$ cat src/hw/rtl/lbeg_pkg.sv
// ============================================================================
// lbeg_pkg: shared constants, types and tables of the LED breathing generator
// Fixed-point formats, register and mode codes, the 2^-x fraction table and
// the handshake struct of the bit-serial arithmetic units.
// ============================================================================
package lbeg_pkg;

  // Fixed-point and table sizes
  localparam int FRAC_BITS       = 16;
  localparam int DAC_BITS        = 10;
  localparam int EXP_TABLE_DEPTH = 256;

  localparam int FULL_SCALE = 100;
  localparam int HYST_LOW   = 10;
  localparam int PERIOD_DIV = 15000;             // ms*speed_tenths per half-life
  localparam int PWM_DIV    = FULL_SCALE * FULL_SCALE;

  // Field widths
  localparam int MS_W   = 16;
  localparam int SPD_W  = 7;
  localparam int MAX_W  = 7;
  localparam int MODE_W = 3;
  localparam int PCT_W  = 7;

  localparam int CFG_IDX_W  = 2;
  localparam int CFG_DATA_W = 7;

  // Derived widths
  localparam int LVL_W     = PCT_W + FRAC_BITS;        // Q7.FRAC level
  localparam int FW        = FRAC_BITS + 1;            // decay factor, 1.0 included
  localparam int IDX_W     = $clog2(EXP_TABLE_DEPTH);
  localparam int P_W       = MS_W + SPD_W;             // elapsed * speed
  localparam int TDIV_W    = P_W + IDX_W;              // quotient: n then table index
  localparam int N_W       = P_W;
  localparam int SH_W      = $clog2(FW);
  localparam int X_W       = LVL_W + MAX_W;            // level * max_level
  localparam int Y_W       = X_W + DAC_BITS;           // times 2^DAC - 1
  localparam int PWM_NUM_W = Y_W - FRAC_BITS;

  localparam int IN_DATA_W  = ((MS_W + 7) / 8) * 8;
  localparam int OUT_FLD_W  = 2 * DAC_BITS + 2 * PCT_W;
  localparam int OUT_DATA_W = ((OUT_FLD_W + 7) / 8) * 8;

  localparam logic [LVL_W-1:0] LVL_FULL = LVL_W'(FULL_SCALE << FRAC_BITS);
  localparam logic [LVL_W-1:0] LVL_HI   = LVL_W'((FULL_SCALE - HYST_LOW) << FRAC_BITS);
  localparam logic [LVL_W-1:0] LVL_LO   = LVL_W'(HYST_LOW << FRAC_BITS);
  localparam logic [DAC_BITS-1:0] DMAX  = '1;

  // Register indexes
  localparam logic [CFG_IDX_W-1:0] REG_MAX_LEVEL   = CFG_IDX_W'(0);
  localparam logic [CFG_IDX_W-1:0] REG_EFFECT_MODE = CFG_IDX_W'(1);
  localparam logic [CFG_IDX_W-1:0] REG_SPEED       = CFG_IDX_W'(2);

  // Effect modes; other codes leave the levels alone
  localparam logic [MODE_W-1:0] MODE_STATIC  = MODE_W'(0);
  localparam logic [MODE_W-1:0] MODE_BREATH  = MODE_W'(1);
  localparam logic [MODE_W-1:0] MODE_OPPOSED = MODE_W'(2);

  // Control of a serial unit: load operands, then one step per cycle
  typedef struct packed {
    logic load;
    logic step;
  } ser_ctl_t;

  // 2^-(i/DEPTH) in Q1.FRAC, rounded, from a 12-term series of exp(-x ln2) in Q30
  localparam int         EXP_TAB_W = EXP_TABLE_DEPTH * FW;
  localparam logic [63:0] Q30_ONE  = 64'd1 << 30;
  localparam logic [63:0] LN2_Q30  = 64'd744261118;

  function automatic logic [EXP_TAB_W-1:0] build_exp_tab();
    logic [EXP_TAB_W-1:0] tab;
    logic [63:0]          x;
    logic [63:0]          y;
    logic [63:0]          term;
    logic [63:0]          sum;
    logic [63:0]          ent;
    tab = '0;
    for (int i = 0; i < EXP_TABLE_DEPTH; i++) begin
      x    = (64'(i) << 30) >> IDX_W;
      y    = (x * LN2_Q30) >> 30;
      term = Q30_ONE;
      sum  = Q30_ONE;
      for (int k = 1; k <= 12; k++) begin
        term = ((term * y) >> 30) / 64'(k);
        if (k[0]) begin
          sum = sum - term;
        end else begin
          sum = sum + term;
        end
      end
      ent = (sum + (64'd1 << (29 - FRAC_BITS))) >> (30 - FRAC_BITS);
      tab[i*FW +: FW] = ent[FW-1:0];
    end
    return tab;
  endfunction

  localparam logic [EXP_TAB_W-1:0] EXP_TAB = build_exp_tab();

  function automatic logic [FW-1:0] exp_lookup(input logic [IDX_W-1:0] idx);
    return EXP_TAB[FW*idx +: FW];
  endfunction

endpackage

$ cat src/hw/rtl/led_breathing_effect_generator_core.sv
// ============================================================================
// led_breathing_effect_generator_core: two-channel LED breathing PWM engine
// Each request is a timer tick carrying elapsed milliseconds. The left level
// decays exponentially toward 0 or 100 percent; the right level mirrors or
// opposes it. Both levels are scaled by max_level to DAC_BITS-wide PWM codes.
// ============================================================================
//
//  channel  dir  handshake                   payload
//  -------  ---  --------------------------  ---------------------------------
//  s_axis   in   s_axis_tvalid_i/tready_o    elapsed_ms
//  m_axis   out  m_axis_tvalid_o/tready_i    left_pwm, right_pwm, left/right %
//  cfg      in   cfg_we_i (no wait)          cfg_idx_i, cfg_data_i
//
//  Work per request: modes 1/2 run the elapsed*speed multiply, the bit-serial
//  divider pass for the time split and the serial multiply of level by
//  factor before the PWM scaling passes; other modes run only the latter.
//  Reset: levels and target cleared, max_level 0, mode 0, speed_tenths 10.
//  Stalls: the result sits in an output register; the engine idles in its
//  final state only while that register is still full and not taken.
//
module led_breathing_effect_generator_core (
  input  logic                              clk_i,
  input  logic                              rst_ni,
  // slave side: [15:0] elapsed_ms
  input  logic                              s_axis_tvalid_i,
  output logic                              s_axis_tready_o,
  input  logic [lbeg_pkg::IN_DATA_W-1:0]    s_axis_tdata_i,
  // master side: [9:0] left_pwm, [19:10] right_pwm, [26:20] left_percent,
  //              [33:27] right_percent, [39:34] zero
  output logic                              m_axis_tvalid_o,
  input  logic                              m_axis_tready_i,
  output logic [lbeg_pkg::OUT_DATA_W-1:0]   m_axis_tdata_o,
  // configuration write port
  input  logic                              cfg_we_i,
  input  logic [lbeg_pkg::CFG_IDX_W-1:0]    cfg_idx_i,
  input  logic [lbeg_pkg::CFG_DATA_W-1:0]   cfg_data_i
);
  import lbeg_pkg::*;

  // Longest serial pass sets the step counter width
  localparam int CNT_MAX = (TDIV_W > PWM_NUM_W) ? TDIV_W : PWM_NUM_W;
  localparam int CNT_W   = $clog2(CNT_MAX + 1);
  localparam int PAD_W   = OUT_DATA_W - OUT_FLD_W;

  typedef enum logic [2:0] {
    S_IDLE,
    S_MUL_P,    // elapsed * speed
    S_DIV_T,    // split into whole half-lives and table index
    S_MUL_L,    // level (or distance to full) times decay factor
    S_UPDATE,   // write levels, hysteresis on target
    S_MUL_M,    // both levels times max_level
    S_DIV_PWM,  // divide by 100*100 for the PWM code
    S_DONE
  } state_e;

  state_e             state_q, state_d;
  logic [CNT_W-1:0]   cnt_q, cnt_d;

  // configuration
  logic [MAX_W-1:0]   max_q, max_d;
  logic [MODE_W-1:0]  mode_q, mode_d;
  logic [SPD_W-1:0]   speed_q, speed_d;

  // effect state
  logic [LVL_W-1:0]   left_level_q, left_level_d;
  logic [LVL_W-1:0]   right_level_q, right_level_d;
  logic               target_q, target_d;

  // output register
  logic               m_valid_q, m_valid_d;
  logic [DAC_BITS-1:0] lpwm_q, lpwm_d;
  logic [DAC_BITS-1:0] rpwm_q, rpwm_d;
  logic [PCT_W-1:0]   lpct_q, lpct_d;
  logic [PCT_W-1:0]   rpct_q, rpct_d;

  logic               s_accept;
  ser_ctl_t           ctl_p, ctl_t, ctl_l, ctl_m, ctl_d;

  // datapath
  logic [P_W-1:0]       p_prod;
  logic [TDIV_W-1:0]    t_quo;
  logic [N_W-1:0]       n_half;
  logic [IDX_W-1:0]     t_idx;
  logic [FW-1:0]        tab_val;
  logic [FW-1:0]        factor;
  logic [LVL_W-1:0]     lv_clamp;
  logic [LVL_W-1:0]     l_opnd;
  logic [LVL_W+FW-1:0]  l_prod;
  logic [LVL_W-1:0]     l_scaled;
  logic [LVL_W-1:0]     lv_new;
  logic [X_W-1:0]       xl, xr;
  logic [Y_W-1:0]       yl, yr;
  logic [PWM_NUM_W-1:0] ql, qr;
  logic [DAC_BITS-1:0]  lpwm_sat, rpwm_sat;

  assign s_axis_tready_o = (state_q == S_IDLE);
  assign s_accept        = s_axis_tvalid_i && s_axis_tready_o;

  // --------------------------------------------------------------------------
  // Serial unit sequencing: each unit but u_mul_p loads in the first cycle of
  // its state (counter at its step count), then steps down to zero.
  // --------------------------------------------------------------------------
  always_comb begin
    ctl_p.load = s_accept;
    ctl_p.step = (state_q == S_MUL_P);
    ctl_t.load = (state_q == S_DIV_T) && (cnt_q == CNT_W'(TDIV_W));
    ctl_t.step = (state_q == S_DIV_T) && !ctl_t.load;
    ctl_l.load = (state_q == S_MUL_L) && (cnt_q == CNT_W'(FW));
    ctl_l.step = (state_q == S_MUL_L) && !ctl_l.load;
    ctl_m.load = (state_q == S_MUL_M) && (cnt_q == CNT_W'(MAX_W));
    ctl_m.step = (state_q == S_MUL_M) && !ctl_m.load;
    ctl_d.load = (state_q == S_DIV_PWM) && (cnt_q == CNT_W'(PWM_NUM_W));
    ctl_d.step = (state_q == S_DIV_PWM) && !ctl_d.load;
  end

  // p = elapsed_ms * speed_tenths
  lbeg_smul #(
    .A_W (MS_W),
    .B_W (SPD_W)
  ) u_mul_p (
    .clk_i  (clk_i),
    .ctl_i  (ctl_p),
    .a_i    (s_axis_tdata_i[MS_W-1:0]),
    .b_i    (speed_q),
    .prod_o (p_prod)
  );

  // (p << IDX_W) / 15000: upper bits are whole half-lives, low IDX_W bits the
  // fraction index r*DEPTH/15000, since the long division just runs on.
  lbeg_cdiv #(
    .NUM_W   (TDIV_W),
    .DIVISOR (PERIOD_DIV)
  ) u_div_t (
    .clk_i (clk_i),
    .ctl_i (ctl_t),
    .num_i ({p_prod, IDX_W'(0)}),
    .quo_o (t_quo)
  );

  assign n_half  = t_quo[TDIV_W-1:IDX_W];
  assign t_idx   = t_quo[IDX_W-1:0];
  assign tab_val = exp_lookup(t_idx);
  // Table entries are below 2^FW, so any shift of FW or more gives zero
  assign factor  = (n_half >= N_W'(FW)) ? '0 : (tab_val >> n_half[SH_W-1:0]);

  assign lv_clamp = (left_level_q > LVL_FULL) ? LVL_FULL : left_level_q;
  // Toward full the decay works on the distance to full
  assign l_opnd   = target_q ? (LVL_FULL - lv_clamp) : lv_clamp;

  lbeg_smul #(
    .A_W (LVL_W),
    .B_W (FW)
  ) u_mul_l (
    .clk_i  (clk_i),
    .ctl_i  (ctl_l),
    .a_i    (l_opnd),
    .b_i    (factor),
    .prod_o (l_prod)
  );

  assign l_scaled = l_prod[FRAC_BITS +: LVL_W];
  assign lv_new   = target_q ? (LVL_FULL - l_scaled) : l_scaled;

  // PWM scaling, both channels side by side
  lbeg_smul #(
    .A_W (LVL_W),
    .B_W (MAX_W)
  ) u_mul_lm (
    .clk_i  (clk_i),
    .ctl_i  (ctl_m),
    .a_i    (left_level_q),
    .b_i    (max_q),
    .prod_o (xl)
  );

  lbeg_smul #(
    .A_W (LVL_W),
    .B_W (MAX_W)
  ) u_mul_rm (
    .clk_i  (clk_i),
    .ctl_i  (ctl_m),
    .a_i    (right_level_q),
    .b_i    (max_q),
    .prod_o (xr)
  );

  // x * (2^DAC - 1), then drop the fraction bits before the divide by 10000
  assign yl = {xl, DAC_BITS'(0)} - {DAC_BITS'(0), xl};
  assign yr = {xr, DAC_BITS'(0)} - {DAC_BITS'(0), xr};

  lbeg_cdiv #(
    .NUM_W   (PWM_NUM_W),
    .DIVISOR (PWM_DIV)
  ) u_div_l (
    .clk_i (clk_i),
    .ctl_i (ctl_d),
    .num_i (yl[Y_W-1:FRAC_BITS]),
    .quo_o (ql)
  );

  lbeg_cdiv #(
    .NUM_W   (PWM_NUM_W),
    .DIVISOR (PWM_DIV)
  ) u_div_r (
    .clk_i (clk_i),
    .ctl_i (ctl_d),
    .num_i (yr[Y_W-1:FRAC_BITS]),
    .quo_o (qr)
  );

  // max_level above 100 can push the code past full scale
  assign lpwm_sat = (ql > PWM_NUM_W'(DMAX)) ? DMAX : ql[DAC_BITS-1:0];
  assign rpwm_sat = (qr > PWM_NUM_W'(DMAX)) ? DMAX : qr[DAC_BITS-1:0];

  // --------------------------------------------------------------------------
  // Sequencer, effect state and configuration
  // --------------------------------------------------------------------------
  always_comb begin
    state_d       = state_q;
    cnt_d         = cnt_q;
    max_d         = max_q;
    mode_d        = mode_q;
    speed_d       = speed_q;
    left_level_d  = left_level_q;
    right_level_d = right_level_q;
    target_d      = target_q;
    m_valid_d     = m_valid_q;
    lpwm_d        = lpwm_q;
    rpwm_d        = rpwm_q;
    lpct_d        = lpct_q;
    rpct_d        = rpct_q;

    if (m_valid_q && m_axis_tready_i) begin
      m_valid_d = 1'b0;
    end

    unique case (state_q)
      S_IDLE: begin
        if (s_accept) begin
          case (mode_q) inside
            MODE_STATIC: begin
              left_level_d  = LVL_FULL;
              right_level_d = LVL_FULL;
              state_d       = S_MUL_M;
              cnt_d         = CNT_W'(MAX_W);
            end
            MODE_BREATH, MODE_OPPOSED: begin
              state_d = S_MUL_P;
              cnt_d   = CNT_W'(SPD_W - 1);
            end
            default: begin
              // unimplemented modes: levels untouched
              state_d = S_MUL_M;
              cnt_d   = CNT_W'(MAX_W);
            end
          endcase
        end
      end
      S_MUL_P: begin
        if (cnt_q == '0) begin
          state_d = S_DIV_T;
          cnt_d   = CNT_W'(TDIV_W);
        end else begin
          cnt_d = cnt_q - 1'b1;
        end
      end
      S_DIV_T: begin
        if (cnt_q == '0) begin
          state_d = S_MUL_L;
          cnt_d   = CNT_W'(FW);
        end else begin
          cnt_d = cnt_q - 1'b1;
        end
      end
      S_MUL_L: begin
        if (cnt_q == '0) begin
          state_d = S_UPDATE;
        end else begin
          cnt_d = cnt_q - 1'b1;
        end
      end
      S_UPDATE: begin
        left_level_d  = lv_new;
        right_level_d = (mode_q == MODE_BREATH) ? lv_new : (LVL_FULL - lv_new);
        if (lv_new >= LVL_HI) begin
          target_d = 1'b0;
        end
        if (lv_new <= LVL_LO) begin
          target_d = 1'b1;
        end
        state_d = S_MUL_M;
        cnt_d   = CNT_W'(MAX_W);
      end
      S_MUL_M: begin
        if (cnt_q == '0) begin
          state_d = S_DIV_PWM;
          cnt_d   = CNT_W'(PWM_NUM_W);
        end else begin
          cnt_d = cnt_q - 1'b1;
        end
      end
      S_DIV_PWM: begin
        if (cnt_q == '0) begin
          state_d = S_DONE;
        end else begin
          cnt_d = cnt_q - 1'b1;
        end
      end
      S_DONE: begin
        if (!m_valid_q || m_axis_tready_i) begin
          m_valid_d = 1'b1;
          lpwm_d    = lpwm_sat;
          rpwm_d    = rpwm_sat;
          lpct_d    = left_level_q[FRAC_BITS +: PCT_W];
          rpct_d    = right_level_q[FRAC_BITS +: PCT_W];
          state_d   = S_IDLE;
        end
      end
      default: begin
        state_d = S_IDLE;
      end
    endcase

    // Register writes; a mode write clears both levels, target kept
    if (cfg_we_i) begin
      unique case (cfg_idx_i)
        REG_MAX_LEVEL: begin
          max_d = cfg_data_i[MAX_W-1:0];
        end
        REG_EFFECT_MODE: begin
          mode_d        = cfg_data_i[MODE_W-1:0];
          left_level_d  = '0;
          right_level_d = '0;
        end
        REG_SPEED: begin
          speed_d = cfg_data_i[SPD_W-1:0];
        end
        default: begin
        end
      endcase
    end
  end

  always_ff @(posedge clk_i or negedge rst_ni) begin
    if (!rst_ni) begin
      state_q       <= S_IDLE;
      cnt_q         <= '0;
      max_q         <= '0;
      mode_q        <= MODE_STATIC;
      speed_q       <= SPD_W'(10);
      left_level_q  <= '0;
      right_level_q <= '0;
      target_q      <= 1'b0;
      m_valid_q     <= 1'b0;
      lpwm_q        <= '0;
      rpwm_q        <= '0;
      lpct_q        <= '0;
      rpct_q        <= '0;
    end else begin
      state_q       <= state_d;
      cnt_q         <= cnt_d;
      max_q         <= max_d;
      mode_q        <= mode_d;
      speed_q       <= speed_d;
      left_level_q  <= left_level_d;
      right_level_q <= right_level_d;
      target_q      <= target_d;
      m_valid_q     <= m_valid_d;
      lpwm_q        <= lpwm_d;
      rpwm_q        <= rpwm_d;
      lpct_q        <= lpct_d;
      rpct_q        <= rpct_d;
    end
  end

  assign m_axis_tvalid_o = m_valid_q;
  assign m_axis_tdata_o  = {PAD_W'(0), rpct_q, lpct_q, rpwm_q, lpwm_q};

  // --------------------------------------------------------------------------
  // Assertions
  // --------------------------------------------------------------------------
  ap_busy_after_req: assert property (@(posedge clk_i) disable iff (!rst_ni)
    s_accept |=> !s_axis_tready_o)
    else $error("engine took a second request while busy");

  ap_level_bound: assert property (@(posedge clk_i) disable iff (!rst_ni)
    (left_level_q <= LVL_FULL) && (right_level_q <= LVL_FULL))
    else $error("level above full scale");

  ap_mirror: assert property (@(posedge clk_i) disable iff (!rst_ni)
    ((state_q == S_DONE) && (mode_q == MODE_BREATH)) |-> (right_level_q == left_level_q))
    else $error("right level does not mirror left in breathing mode");

  ap_hysteresis: assert property (@(posedge clk_i) disable iff (!rst_ni)
    ((state_q == S_DONE) && ((mode_q == MODE_BREATH) || (mode_q == MODE_OPPOSED)) &&
     (left_level_q >= LVL_HI)) |-> !target_q)
    else $error("target still high above the upper threshold");

endmodule

$ cat src/hw/rtl/lbeg_smul.sv
// ============================================================================
// lbeg_smul: bit-serial shift-add multiplier
// One multiplier bit per step, LSB first; product is valid after B_W steps.
// ============================================================================
module lbeg_smul #(
  parameter int A_W = 16,
  parameter int B_W = 7
) (
  input  logic                    clk_i,
  input  lbeg_pkg::ser_ctl_t      ctl_i,
  input  logic [A_W-1:0]          a_i,
  input  logic [B_W-1:0]          b_i,
  output logic [A_W+B_W-1:0]      prod_o
);
  import lbeg_pkg::*;

  logic [A_W-1:0]     a_q, a_d;
  logic [B_W-1:0]     b_q, b_d;
  logic [A_W+B_W-1:0] acc_q, acc_d;
  logic [A_W:0]       sum;

  always_comb begin
    sum   = {1'b0, acc_q[A_W+B_W-1:B_W]} + (b_q[0] ? {1'b0, a_q} : '0);
    a_d   = a_q;
    b_d   = b_q;
    acc_d = acc_q;
    if (ctl_i.load) begin
      a_d   = a_i;
      b_d   = b_i;
      acc_d = '0;
    end else if (ctl_i.step) begin
      b_d   = b_q >> 1;
      acc_d = {sum, acc_q[B_W-1:1]};
    end
  end

  always_ff @(posedge clk_i) begin
    a_q   <= a_d;
    b_q   <= b_d;
    acc_q <= acc_d;
  end

  assign prod_o = acc_q;

endmodule

$ cat src/hw/rtl/lbeg_cdiv.sv
// ============================================================================
// lbeg_cdiv: bit-serial restoring divider by a constant
// Numerator enters MSB first, one quotient bit per step; done after NUM_W steps.
// ============================================================================
module lbeg_cdiv #(
  parameter int NUM_W   = 31,
  parameter int DIVISOR = 15000
) (
  input  logic                clk_i,
  input  lbeg_pkg::ser_ctl_t  ctl_i,
  input  logic [NUM_W-1:0]    num_i,
  output logic [NUM_W-1:0]    quo_o
);
  import lbeg_pkg::*;

  localparam int REM_W = $clog2(DIVISOR);
  localparam logic [REM_W:0] DIV_K = (REM_W+1)'(DIVISOR);

  logic [NUM_W-1:0] num_q, num_d;
  logic [NUM_W-1:0] quo_q, quo_d;
  logic [REM_W-1:0] rem_q, rem_d;
  logic [REM_W:0]   trial;
  logic [REM_W:0]   diff;
  logic             ge;

  always_comb begin
    trial = {rem_q, num_q[NUM_W-1]};
    ge    = (trial >= DIV_K);
    diff  = trial - DIV_K;
    num_d = num_q;
    quo_d = quo_q;
    rem_d = rem_q;
    if (ctl_i.load) begin
      num_d = num_i;
      rem_d = '0;
    end else if (ctl_i.step) begin
      num_d = num_q << 1;
      quo_d = {quo_q[NUM_W-2:0], ge};
      rem_d = ge ? diff[REM_W-1:0] : trial[REM_W-1:0];
    end
  end

  always_ff @(posedge clk_i) begin
    num_q <= num_d;
    quo_q <= quo_d;
    rem_q <= rem_d;
  end

  assign quo_o = quo_q;

endmodule

$ cat config.mk
export PLATFORM = sky130hd
export DESIGN_NAME = led_breathing_effect_generator_core
export DESIGN_NICKNAME = d
export VERILOG_FILES = /design/src/hw/rtl/lbeg_pkg.sv /design/src/hw/rtl/led_breathing_effect_generator_core.sv /design/src/hw/rtl/lbeg_smul.sv /design/src/hw/rtl/lbeg_cdiv.sv
export SDC_FILE = /design/constraint.sdc
export NUM_CORES = 1
export LEC_CHECK = 0
export BUFFER_PORTS_ARGS = -buffer_cell sky130_fd_sc_hd__buf_4
export CAP_MARGIN = 20
export CORE_ASPECT_RATIO = 1.2
export CORE_UTILIZATION = 30
export DETAILED_ROUTE_END_ITERATION = 8
export PLACE_DENSITY = 0.51
export SYNTH_ARGS = -nofsm -noshare
export SYNTH_HDL_FRONTEND = slang
export SYNTH_HIERARCHICAL = 1
export SYNTH_SLANG_ARGS = --single-unit
export TNS_END_PERCENT = 1
$ cat constraint.sdc
create_clock -name clk_i -period 6.8 [get_ports clk_i]
set_input_delay 1.02 -clock clk_i [delete_from_list [all_inputs] [get_ports clk_i]]
set_output_delay 1.02 -clock clk_i [all_outputs]
set_load 0.03 [all_outputs]
==> results of run 1 <==
routing by layer:
| layer | share of wire, % | up-vias | global-route usage [%] |
|---|---|---|---|
| met3 | 5.0 | 267 | 2.29 |
| met5 | 0 | - | 0 |
| met2 | 46 | 865 | 28.0 |
| li1 | - | 13941 | - |
| met1 | 45 | 14041 | 22.9 |
| met4 | 4.2 | 0 | 6.96 |
worst max-delay path, delay by kind of cell, from the launching register on:
kind	cells	cell delay, ps
compound gates	4	1020
simple gates	2	1000
fa+ha+maj	1	960
mux	3	940
buf+inv	1	520
flops	1	350
worst max-delay path by stage:
stage,from,to,slack (ps),depth (start not counted)
after CTS,u_div_t/quo_o[1],u_mul_l/b_q[8],2150,11
after detailed placement,u_div_t/quo_o[1],u_mul_l/b_q[8],2170,11
after floorplan,state_q[1],u_mul_rm/b_q[0],1770,8
after global placement,u_div_t/quo_o[1],u_mul_l/b_q[2],2080,12
final,u_div_t/quo_o[1],u_mul_l/b_q[8],1870,11
after global routing,u_div_t/quo_o[1],u_mul_l/b_q[2],1730,13
stage by stage:
step	utilization, %	setup WS, ps	hold WS [ps]
final	33.9	1870	442
after global routing	33.9	1730	450
after CTS	33.8	2150	445
after detailed placement	32.0	2170	428
after global placement	32.0	2080	429
after floorplan	-	1770	417
final cells by class:
cell class	count	area share [%]
clock buffer	85	4.51
multi-input combinational	2834	50.1
sequential	537	35.7
tap	1529	4.84
timing repair buffer	127	2.63
antenna	1	0.00634
inverter	129	1.23
clock inverter	30	0.960
state kept, by name, indices dropped and copies added, names as in the netlist, 23 cells and up:
name and cells:
u_div_t/num_q 31, u_div_t/quo_o 31, u_mul_lm/prod_o 30, u_mul_rm/prod_o 30, u_div_l/num_q 24, u_div_l/quo_o 24
u_div_r/num_q 24, u_div_r/quo_o 24, u_mul_l/prod_o 24, left_level_q 23, right_level_q 23, u_mul_l/a_q 23
u_mul_lm/a_q 23, u_mul_p/prod_o 23, u_mul_rm/a_q 23
where the power goes:
part	leakage [nW]	internal, mW	switching, mW	total (mW)
Combinational	8.56	3.40	5.17	8.57
Clock	1.06	2.13	1.39	3.52
Sequential	5.07	4.59	1.05	5.64
==> results.txt, run 1 <==
The flow ran to the end, and the final reports show no timing, DRC or antenna violations. The number of cells on the worst hold path was 0. For this run, the total global-route usage over all layers was measured as 17.2%.

The pre-antenna-repair detailed-routing pass consisted of 7 iterations. The type of the most critical hold path is reg -> reg. Each instance of the synthesized netlist takes up on average 9.43 µm².

Adding up every negative setup slack in the final design gives 0 ps. Using the TritonRoute via totals, the vias-per-cell ratio works out to 5.52. The logs give 29,114 for the count of vias placed by the detailed router and 0 for the hold buffer count at cts. Counting stages on the worst path, the most repeated cell is a221oi_1.

Summed over all layers, the global routing overflow is 0. The run gives 28,257 as the via count of the first global-routing pass. Clock sink total: 537.

The first global-routing pass estimated 165 mm of wire. The run gives 0 as the total of max-cap violations. Power spread over the standard cell area amounts to 449 nW/µm². The number of top-level design ports came out at 72.

Of the cells placed in the final design, the portion with a size suffix greater than 1 is 13.0%. Depth of the worst register-to-register path: 11. The start of the worst register-to-register path is u_div_t/quo_o[1].

The run gives 0 as the count of unresolved DRC violations after routing. The standard cell core area came out at 117,000 µm². Power comes to 17.7 mW. The count of buffers inserted at the top-level ports is 65, and the number of cells after detailed placement is 5,154.

Setup repair after global routing left no endpoint under its margin. Traced cell by cell, the critical path runs through clkinv_1 > ha_1 > mux2i_1 > a221oi_1 > a2111oi_0 > a31o_2 > nor4_1 > mux4_2 > nand2_1 > a221oi_1 > mux2_2. The tools report the terminus of the critical flop-to-flop path as u_mul_l/b_q[8]. The run gives 22.2% as the worst max-slew margin expressed relative to the limit. The clock passes through at most 3 buffers. The post-cts gate resize count is 0. For the cell leakage power, the log shows 14.7 nW. The path with the worst hold slack has its endpoint at u_div_r/quo_o[19].

The average wire per cell in the routed design is 19.8 µm. By startpoint and endpoint, the worst setup path is classified as reg -> reg. The total wire length came out at 105 mm.

After layout, the minimum clock period comes to 4930 ps. The pin count of the biggest net entering global routing is 163, and the overall die height is 378 µm. Most common cell after layout, fill and taps aside: nand2_1. The share of the cycle needed by the critical path after routing was 72.5%.

The floorplan has 137 rows. The largest single stage delay on the critical path is 960 ps. The last weighted congestion value of the routability-driven placer was 0.966. The worst hold path begins at u_div_r/quo_o[18]. Compared with the post-synthesis result, the final layout area differs by 11.7%. The placed instances occupy a cell area of 37,300 µm². Summing every instance area after synthesis gives 35,400 µm². TritonCTS built the clock tree. Static timing analysis puts the maximum clock frequency at 203 MHz. The run gives 30.3% as the starting utilization of the core area. The tools report the type of element launching the critical path as a flop.

Data on the critical path is required at its endpoint by 7290 ps. The H-tree was split into 2 levels. From left edge to right edge, the die measures 315 µm. Synthesis handed over a netlist of 3,748 instances. After the last flow step, the layout net total stands at 3,877. For the pin with the worst max-slew slack, the measured transition is 1160 ps.

Summing all multi-input logic gate instances after layout gives 19,800 µm². Largest fanout of any net on the critical path: 17. The critical path's slowest cell was ha_1.

The endpoint type of the worst setup path is a flop. The final count of hold timing violations is 0. The storage element area is 14,100 µm², and the number of filler instances in the final layout is 11,956. Clock latency on the worst-skew pair, taken at its later pin, is 640 ps. The number of cells in the finished layout apart from fillers came out at 5,272.

Summing all non-filler instances in the final layout gives an area of 39,500 µm². The count of synthesis-stage warnings from yosys came out at 6. The worst-case IR drop observed on VDD is 221 µV. The max-slew violation count was 0. Clock-pin slew was measured on the worst setup and hold paths at 60 ps. Data on the critical path arrives at its endpoint at 5430 ps.

The run gives 61 as the number of buffers inserted during clock tree synthesis. Root buffer cell: clkbuf_16. In this run the post-CTS setup repair buffer count came out at 0. On the final layout, the worst clock skew is 23.9 ps. Setup violations remaining at the end of the flow were counted as 0. The library cells used most frequently in the layout, excluding fill and tap cells, are 296 x nand2_1, 281 x edfxtp_1, 275 x nor2_1.

The initial antenna violation count is 1, and the detailed placement HPWL is 74.1 mm. The residual antenna-violating net count after detailed routing is 0, and the area of the die is 119,000 µm². The worst register-to-register path has a setup slack of 1870 ps. The number of violations reported at the end of detailed-routing iteration 0 is 2,352.
No activity file was read; power rests on OpenSTA's default activity.
==> run 2: changes to the inputs <==
- ABC_AREA: default -> 1
- clock period: 6.8 -> 4.3 ns (I/O delays scaled with it)
==> run 2 against run 1 <==
  * Area after synthesis increased by 3.3%
  * Total power increased by 65%
  * Register-to-register slack got worse by 1200 ps
  * Setup slack got worse by 1200 ps
  * Critical path depth increased by 7
  * Fmax increased by 36%
  * Combinational power increased by 69%
  * Largest power group unchanged
  * Cell count increased by 34%
  * Synthesized cell count increased by 42%
  * Global-route usage increased by 1.8 points
  * Design area increased by 4.5%
==> results.txt, run 2 <==
Number of antenna cells inserted: 0. The number of filler instances in the final layout is 13,133. Areal power density over the cells: 709 nW/µm².

The all-layer global routing usage came out at 19.0%. From synthesis to final layout, the design area changed by 13.0%. The logs give 6 for the number of iterations in the first detailed-routing pass and 277 MHz for the maximum clock frequency. For the pin with the worst max-slew slack, the measured transition is 916 ps. The clock sink total was 537. TritonCTS built the clock tree.

Across all layers, the routed design uses 33,878 vias. The detailed placement HPWL was 88.9 mm. The critical path is of the reg -> reg type. The total of max-cap violations was 0. The run gives 301 µV as the largest vdd supply drop. The number of core rows is 139, and the count of unresolved DRC violations after routing is 0.

Of all nets on the critical path, the largest fanout is 12. Pin placement for this block handled 72 I/O pins. Switching part of the total: 46.9%.

In this run the horizontal extent of the chip is 321 µm. The first global-routing pass estimated 185 mm of wire. The number of buffers inserted during clock tree synthesis is 68. The tools report the root buffer cell as clkbuf_16. The tools report the type of element launching the critical path as a flop.

The residual overflow from global routing is 0, and the switching power of the nets is 13.7 mW. Cell-internal power: 15.6 mW. Setup violations remaining at the end of the flow were counted as 0.

The post-route netlist has 7.91% of its cells at a drive strength greater than 1. The run finished with clean final reports. The tools report the standard cell core area as 120,000 µm². Post-CTS repair changed the size of 0 cells. Wires add up to 118 mm.

After synthesis, the mean cell area works out to 6.86 µm². The post-synthesis instance area is 36,500 µm². The worst register-to-register path begins at u_div_t/quo_o[0]. The critical path starts at u_div_t/quo_o[0]. After technology mapping, the gate count stands at 5,329. In the routed layout, each cell is associated on average with a via count of 4.80.

In this run the tightest slew margin relative to its limit is 38.4%. The most common cell after layout, fill and taps aside is nand2_1. In the final routed layout, each cell accounts on average for 16.8 µm. Registers are responsible for 30.0% of the overall power.

The minimum clock period after layout works out to 3610 ps. The logs give 4680 ps for the endpoint required time on the critical path and 0 for the buffer count from post-CTS setup fixing. The top cell types in the final layout, fill and taps aside, are 1,888 x nand2_1, 745 x inv_1, 433 x nand3_1. The number of buffers on the longest clock path was 3. The count of synthesis-stage warnings from yosys was 6. Prior to clock tree synthesis, the placed netlist has a worst setup slack of 763 ps. The max-slew violation count came out at 0. After layout, the worst setup slack is 685 ps.

For this configuration, the core starts out at a cell density of 30.4%. The critical path arrival is 3990 ps, and the initial antenna violation count is 0. Summed over all cells, the static leakage comes to 20.2 nW. In this run, the clock network consumes 20.5% of the power. Setup repair after global routing left no endpoint under its margin. At the later pin of the worst-skew pair, clock insertion delay measures 630 ps. The count of buffers inserted at the top-level ports is 65, and the post-layout net count is 5,569. The detail route stage leaves a number of antenna-violating nets equal to 0. The share of the cycle needed by the critical path after routing was 84.1%. STA classifies the critical path endpoint as a flop. Setup total negative slack on the finished layout was measured at 0 ps. After clock tree synthesis, the clock-pin slew on the worst setup and hold paths is 60 ps. The final count of hold timing violations is 0, and the area of the die is 123,000 µm². In this run the number of H-tree levels came out at 3. The logs give 108 for the pin count of the biggest net entering global routing and 18.0 ps for the setup skew after layout.

Combinational logic is responsible for 49.5% of the overall power. The overall die height is 384 µm. The hold buffer count at cts came out at 0. At the end of routability-driven placement, the weighted congestion stood at 0.977. The logs give 32,721 for the via count of the first global-routing pass and 2,231 for the number of violations reported at the end of detailed-routing iteration 0.

The type of the most critical hold path was in -> async.
[run 2: cell types whose count changed in the layout (fill, tap and decap cells not counted), moves of 50 or more]
cell      before   now
xnor2_1       78    28
mux2i_1       90     0
o21ai_0      168   226
nor2b_1       52     0
nand2_1      296  1888
nand3_1       96   433
a21o_1        60     8
and2_1       116     5
nand2b_1      72     0
mux2_2       147     0
nor2_1       275   425
a211oi_1      66     6
inv_1        121   745
[run 2: final timing paths]
check / to / slack, ps / cells after the start
worst max-delay path: u_mul_l/b_q[0] / 690 / 18
worst min-delay path: rpwm_q[6] / 40 / 2
worst max register to register: u_mul_l/b_q[0] / 690 / 18
worst min register to register: u_div_l/quo_o[21] / 450 / 0
max in group asynchronous: right_level_q[2] / 3680 / 2
min in group clk_i: u_mul_p/a_q[2] / 190 / 1
[run 2: stage by stage]
step	cell area (µm²)	std cells	utilization, %	hold slack (ps)	power (mW)
floorplan	36600	5342	-	349	19.0
global placement	38900	6933	32.4	431	23.3
detailed placement	38900	6933	32.4	435	23.3
CTS	41300	7059	34.4	66.0	29.5
global route	41300	7059	34.4	85.7	31.8
finish	41300	7059	34.4	41.5	29.3
[run 2: routing by layer]
layer | part of all wire [%] | wire length [µm] | global-route usage, % | vias up
li1 | - | - | - | 17154
met1 | 43 | 51100 | 23.5 | 15601
met2 | 48 | 56300 | 32.6 | 828
met3 | 4.4 | 5210 | 2.61 | 295
met4 | 4.7 | 5560 | 9.02 | 0
met5 | 0 | 0 | 0 | -
[run 2: power by group through the flow]
stage | sequential [mW] | clock, mW | combinational [mW]
floorplan | 8.34 | 0 | 10.6
global placement | 8.89 | 0 | 14.4
detailed placement | 8.90 | 0 | 14.4
CTS | 8.81 | 6.20 | 14.5
global route | 8.99 | 6.41 | 16.4
finish | 8.78 | 6.01 | 14.5
[run 2: area by class of cell]
type / count / area (µm²) / share of cell area [%]
well taps: 1621 / 2030 / 4.91
repair buffers: 137 / 1080 / 2.61
inverters: 777 / 2920 / 7.07
clock inverters: 39 / 484 / 1.17
flip-flops and latches: 537 / 14100 / 34.2
multi-input cells: 3861 / 18800 / 45.5
clock buffers: 87 / 1890 / 4.57
[run 2: critical path: stages, from the launching register on]
cell and delay [ps]:
edfxtp_1 570, inv_1 250, ha_1 410, nand2_1 510, nand2_1 250, nor2_1 270
o21ai_0 120, nand2_1 100, nand2_1 50, o21ai_0 140, nand2_1 110, nand2_1 70
nand3_1 100, nand2_1 90, nand2_1 50, nand3_1 80, a21oi_1 80, nand2_1 60
nand2_1 50
